==> src/sv/urd_pkg.sv <==
// Shared types and constants for the unsigned restoring divider.
// No dependencies; imported by the cell, the output buffer and the top level.
`timescale 1ns / 1ps

package urd_pkg;

  // Width of the operand and quotient ports.
  localparam int unsigned DataW = 64;

  // Control bits that travel with each request down the cell chain.
  typedef struct packed {
    logic valid;
    logic div_by_zero;
  } urd_ctrl_t;

  // One finished result as it leaves the chain.
  typedef struct packed {
    logic [DataW-1:0] quotient;
    logic             div_by_zero;
  } urd_result_t;

endpackage

==> src/sv/urd_cell.sv <==
// One cell of the divider chain: a single restoring step, registered.
// Depends on urd_pkg for the control struct.
`timescale 1ns / 1ps

module urd_cell import urd_pkg::*; #(
  parameter int unsigned WIDTH = 64
) (
  input  logic             clk_i,
  input  logic             rst_ni,
  input  logic             en_i,
  input  urd_ctrl_t        ctrl_i,
  input  logic [WIDTH-1:0] rem_i,
  input  logic [WIDTH-1:0] num_i,
  input  logic [WIDTH-1:0] den_i,
  input  logic [WIDTH-1:0] quo_i,
  output urd_ctrl_t        ctrl_o,
  output logic [WIDTH-1:0] rem_o,
  output logic [WIDTH-1:0] num_o,
  output logic [WIDTH-1:0] den_o,
  output logic [WIDTH-1:0] quo_o
);

  logic             carry;
  logic [WIDTH-1:0] shifted;
  logic             take;
  logic [WIDTH-1:0] rem_d, num_d, quo_d;
  urd_ctrl_t        ctrl_q;
  logic [WIDTH-1:0] rem_q, num_q, den_q, quo_q;

  // Shift the next dividend bit into the partial remainder; the bit that
  // falls off the top means the remainder already exceeds any divisor.
  always_comb begin
    carry   = rem_i[WIDTH-1];
    shifted = {rem_i[WIDTH-2:0], num_i[WIDTH-1]};
    take    = carry || (shifted >= den_i);
    rem_d   = take ? (shifted - den_i) : shifted;
    num_d   = {num_i[WIDTH-2:0], 1'b0};
    quo_d   = {quo_i[WIDTH-2:0], take};
  end

  always_ff @(posedge clk_i or negedge rst_ni) begin
    if (!rst_ni) begin
      ctrl_q <= '0;
    end else if (en_i) begin
      ctrl_q <= ctrl_i;
    end
  end

  always_ff @(posedge clk_i) begin
    if (en_i) begin
      rem_q <= rem_d;
      num_q <= num_d;
      den_q <= den_i;
      quo_q <= quo_d;
    end
  end

  assign ctrl_o = ctrl_q;
  assign rem_o  = rem_q;
  assign num_o  = num_q;
  assign den_o  = den_q;
  assign quo_o  = quo_q;

endmodule

==> config.mk <==
export PLATFORM = sky130hd
export DESIGN_NAME = urd_cell
export DESIGN_NICKNAME = d
export VERILOG_FILES = /design/src/sv/urd_pkg.sv /design/src/sv/urd_cell.sv
export SDC_FILE = /design/constraint.sdc
export NUM_CORES = 1
export LEC_CHECK = 0
export BUFFER_PORTS_ARGS = -buffer_cell sky130_fd_sc_hd__buf_2
export CAP_MARGIN = 20
export CORE_ASPECT_RATIO = 1.4
export CORE_UTILIZATION = 30
export DETAILED_ROUTE_END_ITERATION = 7
export GPL_ROUTABILITY_DRIVEN = 0
export MAX_ROUTING_LAYER = met4
export PLACE_DENSITY_LB_ADDON = 0.08
export SYNTH_ARGS = -nofsm -noshare
export SYNTH_HDL_FRONTEND = slang
export SYNTH_SLANG_ARGS = --single-unit
==> constraint.sdc <==
create_clock -name clk_i -period 1.5 [get_ports clk_i]
set_clock_uncertainty 0.2 [all_clocks]
set_input_delay 0.3 -clock clk_i [delete_from_list [all_inputs] [get_ports clk_i]]
set_output_delay 0.3 -clock clk_i [all_outputs]
set_load 0.01 [all_outputs]
==> impl_metrics.csv <==
group,metric,value,unit
run_status,run_status,"complete, but fails checks",
run_status,violations,"setup timing",
timing,finalSetupViolCount,322,
clock_network,numClockSinks,257,
detailed_routing,vias_per_cell,4.59,
timing,slew_viol_final,0,
synthesis,synth_edf_count,255,
cells_and_area,mostFrequentLayoutCells,"sky130_fd_sc_hd__buf_2 (475), sky130_fd_sc_hd__buf_4 (290), sky130_fd_sc_hd__dlygate4sd3_1 (259)",
synthesis,synthFlopType,"sky130_fd_sc_hd__edfxtp_1",
detailed_routing,via_count,12400,
cells_and_area,fin_util,56.4,%
power_and_ir_drop,post-layout-total-power,0.0224,W
critical_path,worstPathMaxFanout,4,
die,floorplan.die_area,43000,µm²
timing,fin_crit,2670,ps
synthesis,post_synth_inst_count,1026,
grt,grt_util_all_layers,23.7,%
critical_path,crit_path_cell_trace,"buf_8 > inv_4 > ha_4 > a21o_4 > a21oi_4 > a21boi_4 > o311a_4 > o21ai_4 > buf_6 > buf_6 > a211oi_4 > a21o_4 > buf_6 > a21oi_4 > xor2_1 > o21ai_1",
cells_and_area,layout.cells.most_common,"sky130_fd_sc_hd__buf_2",
critical_path,biggest_cell_delay_along_the_critical_path,420,ps
critical_path,crit_buf_inv,5,
place,dpl-instance-area,18300,µm²
clock_network,number_of_h_tree_levels,1,
cells_and_area,finalNetCount,2452,
clock_network,ctsLongestPathBuffers,3,
critical_path,timing.critical_path.from_type,"input pin",
power_and_ir_drop,pwr_density_cell,959,nW/µm²
synthesis,async_set_or_reset_register_ratio_after_synthesis,0.778,%
critical_path,cell_type_of_the_slowest_stage_on_the_worst_timing_path,"sky130_fd_sc_hd__o311a_4",
cells_and_area,area_growth,84.7,%
critical_path,crit-reg2reg-launch,"ctrl_o[0]",
grt,grt_antenna_before_repair,14,
synthesis,synth_cell_type_count,80,
clock_network,clkSlewWorstSetupHoldPaths,70,ps
timing,grt_setup_unrepaired,"yes",
place,port-buffer-count,516,
detailed_routing,drt-pass1-iter-count,6,
synthesis,synth_seq_cells,257,
die,fp.dieW,175,µm
synthesis,post_synthesis_sequential_area_ratio,61.0,%
timing,timing_hold_violations_final,0,
critical_path,crit_arrival,2780,ps
timing,worst-slew-pin-transition,623,ps
die,floorplan.die.height,245,µm
die,ioPinCount,519,
die,coreArea,41400,µm²
timing,fmax,374,MHz
synthesis,nets_in_the_synthesized_netlist,1352,
critical_path,critPathLaunch,"den_i[3]",
grt,globalRouteOverflowTotal,0,
clock_network,worst_skew_pair.late_latency,560,ps
detailed_routing,wl,51.5,mm
min_path,holdCritStartpoint,"rem_i[62]",
clock_network,cts_root_buf,"sky130_fd_sc_hd__clkbuf_16",
timing,hold_ws,40.2,ps
grt,grt_pass1_vias,13200,
cells_and_area,stdcell_area,23300,µm²
place,post-place-cells,2337,
die,core.rowCount,88,
die,initial_utilization,30.5,%
critical_path,crit_required,1610,ps
place,dp_hpwl,37.7,mm
detailed_routing,post_dr_wirelength_cell,19.1,µm
flow_run,maxCapViolCount,0,
grt,grt_first_pass_wirelength,74.6,mm
timing,timing.final.ws_setup,-1170,ps
synthesis,netlist_area,12600,µm²
detailed_routing,ant_nets,0,
critical_path,critical_path.top_delay_family,"compound AO/OA/AOI/OAI gates",
critical_path,end_kind,"register",
min_path,hold_path.class,"in2reg",
cells_and_area,drive_gt1_share,50.3,%
grt,grt_max_degree,63,
detailed_routing,detail_route.drc_violations,0,
timing,slew_headroom,58.0,%
synthesis,synth.yosys.warnings,0,
power_and_ir_drop,power.leakage,10.4,nW
synthesis,synth.avg_cell_area,12.3,µm²
detailed_routing,detailedRoute.firstIterationViolations,382,
cells_and_area,finish.cell_count_without_fillers,2701,
critical_path,path_common_cell,"sky130_fd_sc_hd__buf_6",
timing,post-route-period-util,178,%
clock_network,cts-buffers-inserted,27,
critical_path,worst-setup-path-type,"in2reg",
power_and_ir_drop,vdd_ir_drop_max,0.000839,V
clock_network,tritoncts,"yes",
flip-flops by register name, summed over array words and instances, names as in the netlist:
signal and flops:
quo_o 64, ctrl_o 2, num_o 63, rem_o 64, den_o 64
metrics by stage:
step	setup TNS [ps]	setup WS (ps)
floorplan	-81930	-1390
global placement	-112000	-1970
detailed placement	-112670	-1970
CTS	-95050	-1160
global route	-104710	-1240
finish	-88720	-1170
what timing repair did:
item	CTS	global route
setup endpoints to repair	322	322
cloned	6	3
pin swaps	64	28
hold buffers	258	1
resized for setup	212	53
hold endpoints to repair	271	1
buffers inserted	34	5
cell usage after synthesis, drive strengths merged, types with 3 or more instances:
| master | number | area [µm²] |
|---|---|---|
| o22ai | 3 | 18.8 |
| nor2b | 5 | 31.3 |
| and3 | 8 | 51.3 |
| o221ai | 3 | 32.5 |
| a221oi | 3 | 32.5 |
| nand2b | 10 | 62.6 |
| xor2 | 32 | 280 |
| a21oi | 77 | 393 |
| a211oi | 6 | 45.0 |
| nand3 | 22 | 110 |
| o21ai | 95 | 490 |
| ha | 64 | 801 |
| xnor2 | 26 | 228 |
| buf | 22 | 168 |
| nor2 | 33 | 124 |
| edfxtp | 255 | 7660 |
| o211ai | 4 | 30.0 |
| and2 | 5 | 35.0 |
| inv | 81 | 304 |
| mux2 | 4 | 45.0 |
| and2b | 3 | 25.0 |
| a21o | 36 | 272 |
| a31o | 3 | 26.3 |
| a31oi | 7 | 58.8 |
| a21boi | 3 | 37.5 |
| nor3 | 14 | 75.1 |
| nand2 | 117 | 449 |
| and4 | 4 | 37.5 |
| o31ai | 8 | 65.1 |
| nand4 | 14 | 100 |
| o21a | 9 | 67.6 |
| o21bai | 12 | 93.8 |
| clkbuf | 9 | 33.8 |
cell type report:
| cell class | count | area, µm² |
|---|---|---|
| clock inverters | 22 | 149 |
| flip-flops and latches | 257 | 7710 |
| well taps | 540 | 676 |
| inverters | 81 | 347 |
| multi-input cells | 657 | 5440 |
| diodes | 14 | 35.0 |
| clock buffers | 28 | 679 |
| fillers | 3628 | 18100 |
| repair buffers | 1102 | 8310 |
routing by layer:
layer	part of all wire (%)	global-route usage, %
met5	0	-
met4	3.4	9.59
met3	6.3	5.02
met2	54	44.4
met1	36	23.5
path summary, 6_finish.rpt:
path | end | slack (ps) | depth (start not counted)
max in group asynchronous | ctrl_o[1] | 490 | 3
min in group asynchronous | ctrl_o[0] | 460 | 3
worst min register to register | ctrl_o[1] | 330 | 1
worst max-delay path | rem_o[55] | -1170 | 16
worst max register to register | ctrl_o[0] | 540 | 1
worst min-delay path | rem_o[63] | 40 | 4
logic make-up after synthesis:
family	Yosys count	share of synthesized area [%]
XOR/XNOR	58	4.02
other	1	0.0297
buffers and inverters	112	4.00
AO/OA/AOI/OAI	284	14.8
flip-flops	257	61.0
AND/OR/NAND/NOR	244	9.27
adder cells (fa/ha/maj)	65	6.49
multiplexers	5	0.436
power by group:
part           leakage [nW]  switching (W)  internal (W)
combinational          7.47        0.00335       0.00356
sequential             2.52       0.000223       0.00879
clock                 0.407        0.00298       0.00348
total                  10.4        0.00655        0.0158
No activity file was read; power rests on OpenSTA's default activity.
