**src/sv/urd_pkg.sv**
```systemverilog
// Shared types and constants for the unsigned restoring divider.
// No dependencies; imported by the cell, the output buffer and the top level.
`timescale 1ns / 1ps

package urd_pkg;

  // Width of the operand and quotient ports.
  localparam int unsigned DataW = 64;

  // Control bits that travel with each request down the cell chain.
  typedef struct packed {
    logic valid;
    logic div_by_zero;
  } urd_ctrl_t;

  // One finished result as it leaves the chain.
  typedef struct packed {
    logic [DataW-1:0] quotient;
    logic             div_by_zero;
  } urd_result_t;

endpackage

```
**src/sv/urd_out_buf.sv**
```systemverilog
// Output register with a skid entry behind the divider chain.
// Depends on urd_pkg for the result struct.
`timescale 1ns / 1ps

module urd_out_buf import urd_pkg::*; (
  input  logic        clk_i,
  input  logic        rst_ni,
  input  logic        in_valid_i,
  input  urd_result_t in_data_i,
  output logic        full_o,
  output logic        out_valid_o,
  output urd_result_t out_data_o,
  input  logic        out_ready_i
);

  logic        out_valid_q, skid_valid_q;
  urd_result_t out_data_q, skid_data_q;
  logic        push;
  logic        out_free;

  // The chain only moves while the skid entry is empty.
  assign push     = in_valid_i && !skid_valid_q;
  assign out_free = !out_valid_q || out_ready_i;

  always_ff @(posedge clk_i or negedge rst_ni) begin
    if (!rst_ni) begin
      out_valid_q  <= 1'b0;
      skid_valid_q <= 1'b0;
    end else if (out_free) begin
      out_valid_q  <= skid_valid_q || push;
      skid_valid_q <= 1'b0;
    end else if (push) begin
      skid_valid_q <= 1'b1;
    end
  end

  always_ff @(posedge clk_i) begin
    if (out_free) begin
      out_data_q <= skid_valid_q ? skid_data_q : in_data_i;
    end else if (push) begin
      skid_data_q <= in_data_i;
    end
  end

  assign full_o      = skid_valid_q;
  assign out_valid_o = out_valid_q;
  assign out_data_o  = out_data_q;

endmodule

```
**config.mk**
```make
export PLATFORM = sky130hd
export DESIGN_NAME = urd_out_buf
export DESIGN_NICKNAME = d
export VERILOG_FILES = /design/src/sv/urd_pkg.sv /design/src/sv/urd_out_buf.sv
export SDC_FILE = /design/constraint.sdc
export NUM_CORES = 1
export LEC_CHECK = 0
export BUFFER_PORTS_ARGS = -buffer_cell sky130_fd_sc_hd__buf_2
export CORE_MARGIN = 2
export CORE_UTILIZATION = 40
export CTS_CLUSTER_DIAMETER = 40
export DETAILED_ROUTE_END_ITERATION = 8
export HOLD_SLACK_MARGIN = 0.06
export PLACE_DENSITY_LB_ADDON = 0.2
export SLEW_MARGIN = 20
export SYNTH_ARGS = -nofsm -noshare
export SYNTH_HDL_FRONTEND = slang
export SYNTH_SLANG_ARGS = --single-unit
```
**constraint.sdc**
```tcl
create_clock -name clk_i -period 7.7 [get_ports clk_i]
set_input_delay 0.77 -clock clk_i [delete_from_list [all_inputs] [get_ports clk_i]]
set_output_delay 0.77 -clock clk_i [all_outputs]
set_load 0.02 [all_outputs]
```
==> results of run 1 <==
[placed cells by master, fill, tap and decap left out, types with 2 or more instances in the layout]
master	n
clkbuf_1	4
mux2_4	28
clkbuf_16	17
clkinv_2	4
buf_2	135
clkinv_1	4
buf_4	2
nor2_1	2
mux2_2	37
edfxtp_1	130
[metrics by stage]
stage	setup slack, ns	util (%)	instances
2_1_floorplan	0.508	-	209
3_3_place_gp	4.74	47.7	486
3_5_place_dp	4.73	47.7	486
4_1_cts	5.16	51.9	516
5_1_grt	5.00	51.9	516
6_report	5.19	51.9	516
[path summary, 6_finish.rpt]
| check | endpoint | slack [ns] | cells past startpoint |
|---|---|---|---|
| setup / recovery | skid_data_q[62] | 5.19 | 4 |
| hold / removal | full_o | 0.14 | 1 |
| setup reg to reg | skid_data_q[62] | 5.32 | 3 |
| hold reg to reg | out_data_o[62] | 0.54 | 1 |
| max in group asynchronous | full_o | 7.46 | 1 |
| min in group clk_i | out_data_o[62] | 0.54 | 1 |
[kinds of logic after synthesis]
group	Yosys count	synth area share, %
buffers and inverters	7	1.16
muxes	65	17.2
and+or+nand+nor	5	0.514
DFF	132	81.2
[cell usage after synthesis]
cell type,count
dfrtp_1,2
edfxtp_1,130
mux2_4,28
buf_4,1
nor2_1,2
nand2b_1,1
nor3b_1,1
mux2_2,37
buf_2,3
buf_6,3
nand2_1,1
[worst max-delay path, cell delays in order]
cell      delay (ns)
buf_2           0.10
nand2b_4        0.59
nor3b_2         0.33
buf_4           0.70
[state kept, by name, indices dropped and copies added, names as in the netlist]
signal / cells
out_data_o: 65
full_o: 1
skid_data_q: 65
out_valid_o: 1
[power breakdown]
part	switching [mW]	internal, mW	leakage, nW
combinational	0.0973	0.0723	0.906
sequential	0.0174	0.853	1.27
clock	0.266	0.432	0.250
[layer usage]
| metal | GRT usage, % | vias to the layer above |
|---|---|---|
| li1 | - | 1141 |
| met1 | 16.7 | 1167 |
| met2 | 19.5 | 99 |
| met3 | 6.19 | 17 |
| met4 | 7.97 | 0 |
| met5 | 0 | - |
[final cells by class]
class	instances	area (um2)	share of cell area, %
clock buffers	21	440	7.09
repair buffers	137	691	11.1
well taps	147	184	2.96
clock inverters	9	65.1	1.05
flip-flops and latches	132	3960	63.7
multi-input cells	70	875	14.1
==> flow_summary.json, run 1 <==
{
  "cts_hold_buf": 0,
  "critPathKind": "input port to flip-flop",
  "min_path_type": "input port to async pin",
  "synthCells": 209,
  "initial_core_util_pct": 40.7,
  "synth_top_cell_by_area": "edfxtp_1",
  "grt_pass1_vias": 2460,
  "ctsRootBufferMaster": "clkbuf_16",
  "ioPinCount": 136,
  "cts_resized": 0,
  "relSlewSlack_pct": 35.7,
  "cp.required_ns": 7.73,
  "clock_latency_ns": 0.41,
  "peakVddDrop_mv": 0.144,
  "clock-sinks": 132,
  "finalHoldViolations": 0,
  "wl_per_cell_um": 16.3,
  "tns_ns": 0,
  "row_count": 40,
  "diodes": 0,
  "synth_area_leaders": "edfxtp_1 (80%), mux2_4 (8.6%), mux2_2 (8.6%), dfrtp_1 (1.0%), buf_6 (0.69%)",
  "p_leak_nw": 2.43,
  "final_nets": 427,
  "finalSetupViolCount": 0,
  "drt-met1-wl_um": 3650,
  "p_total_mw": 1.74,
  "ys_warn_count": 0,
  "layout_min_cycle_time_ns": 2.51,
  "finalCritPeriodShare_pct": 32.6,
  "route.detailed.drc": 0,
  "p_per_area_mw_per_mm2": 280,
  "rsz0062_at_grt": "no",
  "synth_seq_cells": 132,
  "grt_max_degree": 69,
  "grt_antenna_before_repair": 0,
  "maxCapViolations": 0,
  "antenna_left": 0,
  "start_kind": "input port",
  "dp_hpwl_um": 5110,
  "grt_usage_pct": 13.5,
  "tightest_slew_ns": 0.964,
  "netlist_area_mm2": 0.00487,
  "synth.net_count": 278,
  "drive_above_1_share_pct": 61.5,
  "fill_cells": 997,
  "syn_area_per_cell_um2": 23.3,
  "place_area_mm2": 0.00571,
  "grt.overflow.total": 0,
  "startpoint": "out_ready_i",
  "design_area_mm2": 0.00621,
  "r2r-start": "out_valid_o",
  "cp-end-kind": "flip-flop",
  "grt_pass1_wl_um": 12700,
  "drtIter0Drc": 107,
  "die_w_um": 114,
  "area_delta_synth_final_pct": 27.5,
  "timing.hold.ws_ns": 0.138,
  "highest_layer": "met4",
  "wl_um": 8400,
  "cts_buffer_depth": 2,
  "gp_congestion": 0.716,
  "outcome": "complete, no violations",
  "worst_clock_skew_ns": 0.00648,
  "arrival_ns": 2.54,
  "vias_per_cell": 4.70,
  "wl_met3_um": 673,
  "vias": 2424,
  "cts_tree": "yes",
  "placeableCoreArea_mm2": 0.0120,
  "postCtsSetupBuffers": 0,
  "clk_pin_slew_ns": 0.05,
  "drv_slew": 0,
  "dieHeight_um": 114,
  "wl_met2_um": 3840,
  "cts_buffers": 17,
  "ys_seq_area_share_pct": 81.2,
  "htree_levels": 4,
  "first_pass_iters": 4,
  "synth.top_cell.area_share_pct": 80.1,
  "io_buffers": 135,
  "fmax_mhz": 398,
  "path_max_fanout": 68,
  "synth.distinct_cells": 11,
  "dieArea_mm2": 0.0131
}
(Power assumes the default switching activity.)
==> run 2, diff against run 1 <==
- ABC_AREA: unset -> 1
- clock period: 7.7 -> 2.3 ns (I/O delays scaled with it)
==> run 2 against run 1 <==
Effect of this change:
- combinational power grew to 4.0 times the previous value
- sequential share of layout area is 5.6 points lower
- via count is 33% higher
- setup slack worse by 4.8 ns
- worst hold slack worse by 0.037 ns
==> flow_summary.json, run 2 <==
{
  "design_area_mm2": 0.00680,
  "grt_pass1_wl_um": 15900,
  "arrival_ns": 1.63,
  "htree_levels": 4,
  "drive_above_1_share_pct": 29.7,
  "vias": 3232,
  "ys.flop_type": "edfxtp_1",
  "grt_antenna_before_repair": 0,
  "p_leak_nw": 2.94,
  "whs_path_depth": 3,
  "clk_pin_slew_ns": 0.06,
  "cp.required_ns": 2.07,
  "ys_seq_area_share_pct": 82.4,
  "grt_pass1_vias": 3212,
  "p_per_area_mw_per_mm2": 865,
  "path_max_fanout": 67,
  "outcome": "complete, no violations",
  "ctsRootBufferMaster": "clkbuf_16",
  "placeableCoreArea_mm2": 0.0119,
  "layout_commonest_cell": "nand2_1",
  "synth_edf_count": 130,
  "ioPinCount": 136,
  "place_area_mm2": 0.00564,
  "min_from": "in_valid_i",
  "tightest_slew_ns": 0.693,
  "wl_per_cell_um": 13.9,
  "p_seq_share_pct": 49.5,
  "row_count": 40,
  "final_nets": 629,
  "synthCells": 349,
  "netSwitchingFraction_pct": 24.1,
  "synth_area_leaders": "edfxtp_1 (81%), nand2_1 (15%), dfrtp_1 (1.0%), buf_2 (0.94%), buf_4 (0.78%)",
  "start_kind": "flip-flop",
  "peakVddDrop_mv": 0.432,
  "dp_hpwl_um": 5820,
  "tns_ns": 0,
  "startpoint": "full_o",
  "ys_async_sr_fraction_pct": 1.52,
  "wl_um": 10000,
  "finalSetupViolCount": 0,
  "route.detailed.drc": 0,
  "p_int_mw": 4.47,
  "power_frac_clock_pct": 38.9,
  "cts_buffer_depth": 2,
  "cts_buffers": 17,
  "critPathKind": "flip-flop to primary output",
  "clock-sinks": 132,
  "drv_slew": 0,
  "final_cell_count_no_fill": 720,
  "diodes": 0,
  "grt.overflow.total": 0,
  "maxCapViolations": 0,
  "finalHoldViolations": 0,
  "r2r-start": "out_valid_o",
  "netlist_area_mm2": 0.00480,
  "drtIter0Drc": 240,
  "dieArea_mm2": 0.0129,
  "syn_area_per_cell_um2": 13.7,
  "synth_top_cell_by_area": "edfxtp_1",
  "timing.hold.ws_ns": 0.101,
  "initial_core_util_pct": 40.5,
  "relSlewSlack_pct": 53.8,
  "synth.net_count": 418,
  "synth.distinct_cells": 8,
  "layout_min_cycle_time_ns": 1.86,
  "grt_max_degree": 68,
  "clock_latency_ns": 0.41,
  "gp_congestion": 0.735,
  "dp_cells": 622,
  "p_comb_share_pct": 11.6,
  "synth_commonest_cells": "nand2_1 (198), edfxtp_1 (130), buf_2 (9), buf_4 (5), nor2_1 (3)",
  "worst_clock_skew_ns": 0.00897,
  "rsz0062_at_grt": "no",
  "area_delta_synth_final_pct": 41.7,
  "vias_per_cell": 4.49,
  "antenna_left": 0,
  "p_switching_mw": 1.42,
  "die_w_um": 114,
  "fmax_mhz": 537,
  "worst-r2r-cell-count": 2,
  "postCtsSetupBuffers": 0,
  "synth.top_cell.area_share_pct": 81.4,
  "min_path_type": "input port to flip-flop",
  "grt_usage_pct": 16.4,
  "synth.most_common_cell": "nand2_1",
  "post-route-util_pct": 57.3,
  "ys_warn_count": 0,
  "first_pass_iters": 5,
  "cp-end-kind": "primary output",
  "io_buffers": 135,
  "cts_tree": "yes",
  "finalCritPeriodShare_pct": 81.0,
  "dieHeight_um": 114,
  "synth_seq_cells": 132,
  "final_cell_mix": "nand2_1 (197), buf_2 (135), edfxtp_1 (130)"
}
## run 2: per-stage QoR
stage               setup WS, ns  power, mW
floorplan                0.00918       3.32
global placement           0.717       3.55
detailed placement         0.684       3.57
CTS                        0.390       5.95
global route               0.338       6.14
finish                     0.437       5.89
## run 2: metal layers
layer | global-route usage [%] | wire, um | share of wire, % | vias up
met1 | 22.0 | 4650 | 46 | 1474
met2 | 25.0 | 4540 | 45 | 141
met4 | 5.53 | 102 | 1.0 | 0
met5 | 0 | 0 | 0 | -
li1 | - | - | - | 1603
met3 | 6.16 | 745 | 7.4 | 14
## run 2: critical path, stage by stage, from the launching register on
cell     delay (ns)
dfrtp_2        0.37
buf_4          0.56
buf_2          0.29
## run 2: repair_timing
item / 4_1_cts / 5_1_grt
hold buffers: 66 / 0
resized for setup: 0 / 0
hold endpoints to repair: 67 / 0
## run 2: worst paths after layout
kind,end,slack (ns)
worst max-delay path,full_o,0.44
worst max register to register,out_data_o[2],0.69
max in group asynchronous,full_o,2.03
worst min register to register,out_data_o[24],0.52
min in group asynchronous,out_valid_o,0.14
worst min-delay path,out_valid_o,0.10
## run 2: layout make-up
cell class | count | area [um2]
Inverter | 2 | 7.51
Clock inverter | 12 | 66.3
Sequential cell | 132 | 3960
Multi-Input combinational cell | 201 | 778
Tap cell | 147 | 184
Clock buffer | 20 | 437
Timing Repair Buffer | 206 | 1370
Fill cell | 989 | 5060
## run 2: power groups by stage
stage          clock network, mW  logic [mW]  registers (mW)
3_3_place_gp                   0       0.594            2.96
4_1_cts                     2.34       0.693            2.91
6_report                    2.29       0.684            2.91
2_1_floorplan                  0       0.193            3.12
5_1_grt                     2.46       0.752            2.93
3_5_place_dp                   0       0.607            2.96
## run 2: logic make-up (layout without fill, tap and decap cells)
group	Yosys count	in the layout	share of synthesized area, %
DFF	132	132	82.4
and+or+nand+nor	201	201	15.7
buffers and inverters	16	240	1.88
==> run 3, diff against run 2 <==
- clock period: 2.3 -> 1.6 ns (I/O delays scaled with it)
==> run 3 against run 2 <==
Effect of this change:
- largest power group unchanged
- total power grew 45%
- via count grew 1.3%
- sequential power grew 44%
- clock power up 46%
- routed wire length fell by 0.56%
- setup slack got worse by 0.31 ns
- worst hold slack gained 0.17 ns
- non-clock buffer count rose by 3
- highest routed layer unchanged
==> flow_summary.json, run 3 (synthesis gave the netlist of run 2 again) <==
{
  "arrival_ns": 1.31,
  "path_max_fanout": 27,
  "design_area_mm2": 0.00687,
  "antenna_left": 0,
  "start_kind": "flip-flop",
  "grt_usage_pct": 16.3,
  "grt.overflow.total": 0,
  "finalCritPeriodShare_pct": 92.0,
  "power_frac_clock_pct": 39.2,
  "relSlewSlack_pct": 53.3,
  "vias_per_cell": 4.53,
  "p_leak_nw": 2.97,
  "tightest_slew_ns": 0.700,
  "cp.required_ns": 1.44,
  "finalSetupViolCount": 0,
  "ctsRootBufferMaster": "clkbuf_16",
  "outcome": "complete, no violations",
  "drive_above_1_share_pct": 28.9,
  "row_count": 40,
  "dieHeight_um": 114,
  "route.detailed.drc": 0,
  "grt_pass1_wl_um": 15800,
  "die_w_um": 114,
  "area_delta_synth_final_pct": 43.2,
  "rsz0062_at_grt": "no",
  "peakVddDrop_mv": 0.712,
  "cts_buffer_depth": 2,
  "cts_resized": 0,
  "maxCapViolations": 0,
  "drv_slew": 0,
  "io_buffers": 135,
  "diodes": 0,
  "initial_core_util_pct": 40.5,
  "finalHoldViolations": 0,
  "wl_um": 9980,
  "clock_latency_ns": 0.41,
  "seq_area_mm2": 0.00396,
  "multi_input_area_um2": 778,
  "p_switching_mw": 1.97,
  "gp_congestion": 0.712,
  "cts_tree": "yes",
  "wl_per_cell_um": 13.8,
  "worst_clock_skew_ns": 0.00524,
  "final_cell_mix": "nand2_1 (197), buf_2 (135), edfxtp_1 (130)",
  "p_seq_share_pct": 49.0,
  "dp_hpwl_um": 5740,
  "layout_min_cycle_time_ns": 1.47,
  "placeableCoreArea_mm2": 0.0119,
  "fmax_mhz": 679,
  "critPathKind": "flip-flop to primary output",
  "dieArea_mm2": 0.0129,
  "p_int_mw": 6.58,
  "place_area_mm2": 0.00568,
  "ioPinCount": 136,
  "vias": 3274,
  "layout_commonest_cell": "nand2_1",
  "final_nets": 632,
  "drtIter0Drc": 214,
  "p_total_mw": 8.55,
  "clock-sinks": 132,
  "htree_levels": 4,
  "fill_cells": 967,
  "p_comb_share_pct": 11.8,
  "netSwitchingFraction_pct": 23.1,
  "p_per_area_mw_per_mm2": 1240,
  "min_path_type": "input port to flip-flop",
  "grt_max_degree": 66,
  "cp-end-kind": "primary output",
  "postCtsSetupBuffers": 0,
  "clk_pin_slew_ns": 0.05,
  "grt_pass1_vias": 3227,
  "first_pass_iters": 4,
  "cts_buffers": 17,
  "grt_antenna_before_repair": 0
}
[run 3: repair_timing]
item	CTS	global route
setup endpoints to repair	0	0
hold buffers	68	0
endpoints found under the hold margin	133	0
[run 3: critical path, cell delays in order, from the launching register on]
cell,delay [ns]
dfrtp_2,0.37
buf_4,0.31
buf_2,0.23
[run 3: area by class of cell]
| type | instances | share of cell area, % |
|---|---|---|
| inverters | 2 | 0.109 |
| repair buffers | 209 | 20.9 |
| clock inverters | 10 | 0.965 |
| flip-flops and latches | 132 | 57.6 |
| multi-input cells | 201 | 11.3 |
| clock buffers | 21 | 6.41 |
| well taps | 147 | 2.68 |
[run 3: stage by stage]
step / utilization, % / worst slack, ns / instances / setup TNS (ns) / hold slack (ns)
CTS: 57.9 / 0.101 / 722 / 0 / 0.251
finish: 57.9 / 0.128 / 722 / 0 / 0.267
global placement: 47.9 / 0.239 / 623 / 0 / -0.0438
floorplan: - / -0.592 / 349 / -38.46 / -0.136
detailed placement: 47.9 / 0.197 / 623 / 0 / -0.0416
global route: 57.9 / 0.0507 / 722 / 0 / 0.285
[run 3: routing by layer]
layer | vias up | track usage, % | routed length [um]
met5 | - | 0 | 0
met1 | 1522 | 20.8 | 4590
met3 | 19 | 5.10 | 637
met2 | 125 | 25.7 | 4550
li1 | 1608 | - | -
met4 | 0 | 7.56 | 203
[run 3: power by group through the flow]
stage                     clock network [mW]  logic, mW  registers [mW]
after global routing                    3.58       1.10            4.21
final                                   3.35       1.01            4.19
after detailed placement                   0      0.888            4.25
after floorplan                            0      0.277            4.49
after global placement                     0      0.869            4.25
after CTS                               3.44       1.02            4.19
[run 3: path summary, 6_finish.rpt]
| check | from | slack (ns) | end | cells after the start |
|---|---|---|---|---|
| worst max-delay path | full_o | 0.13 | full_o | 2 |
| worst min-delay path | out_ready_i | 0.27 | out_data_o[14] | 3 |
| worst max register to register | full_o | 0.19 | out_data_o[49] | 4 |
| worst min register to register | skid_data_q[30] | 0.51 | out_data_o[30] | 2 |
| max in group asynchronous | rst_ni | 0.81 | out_valid_o | 3 |
| min in group asynchronous | rst_ni | 0.63 | full_o | 3 |
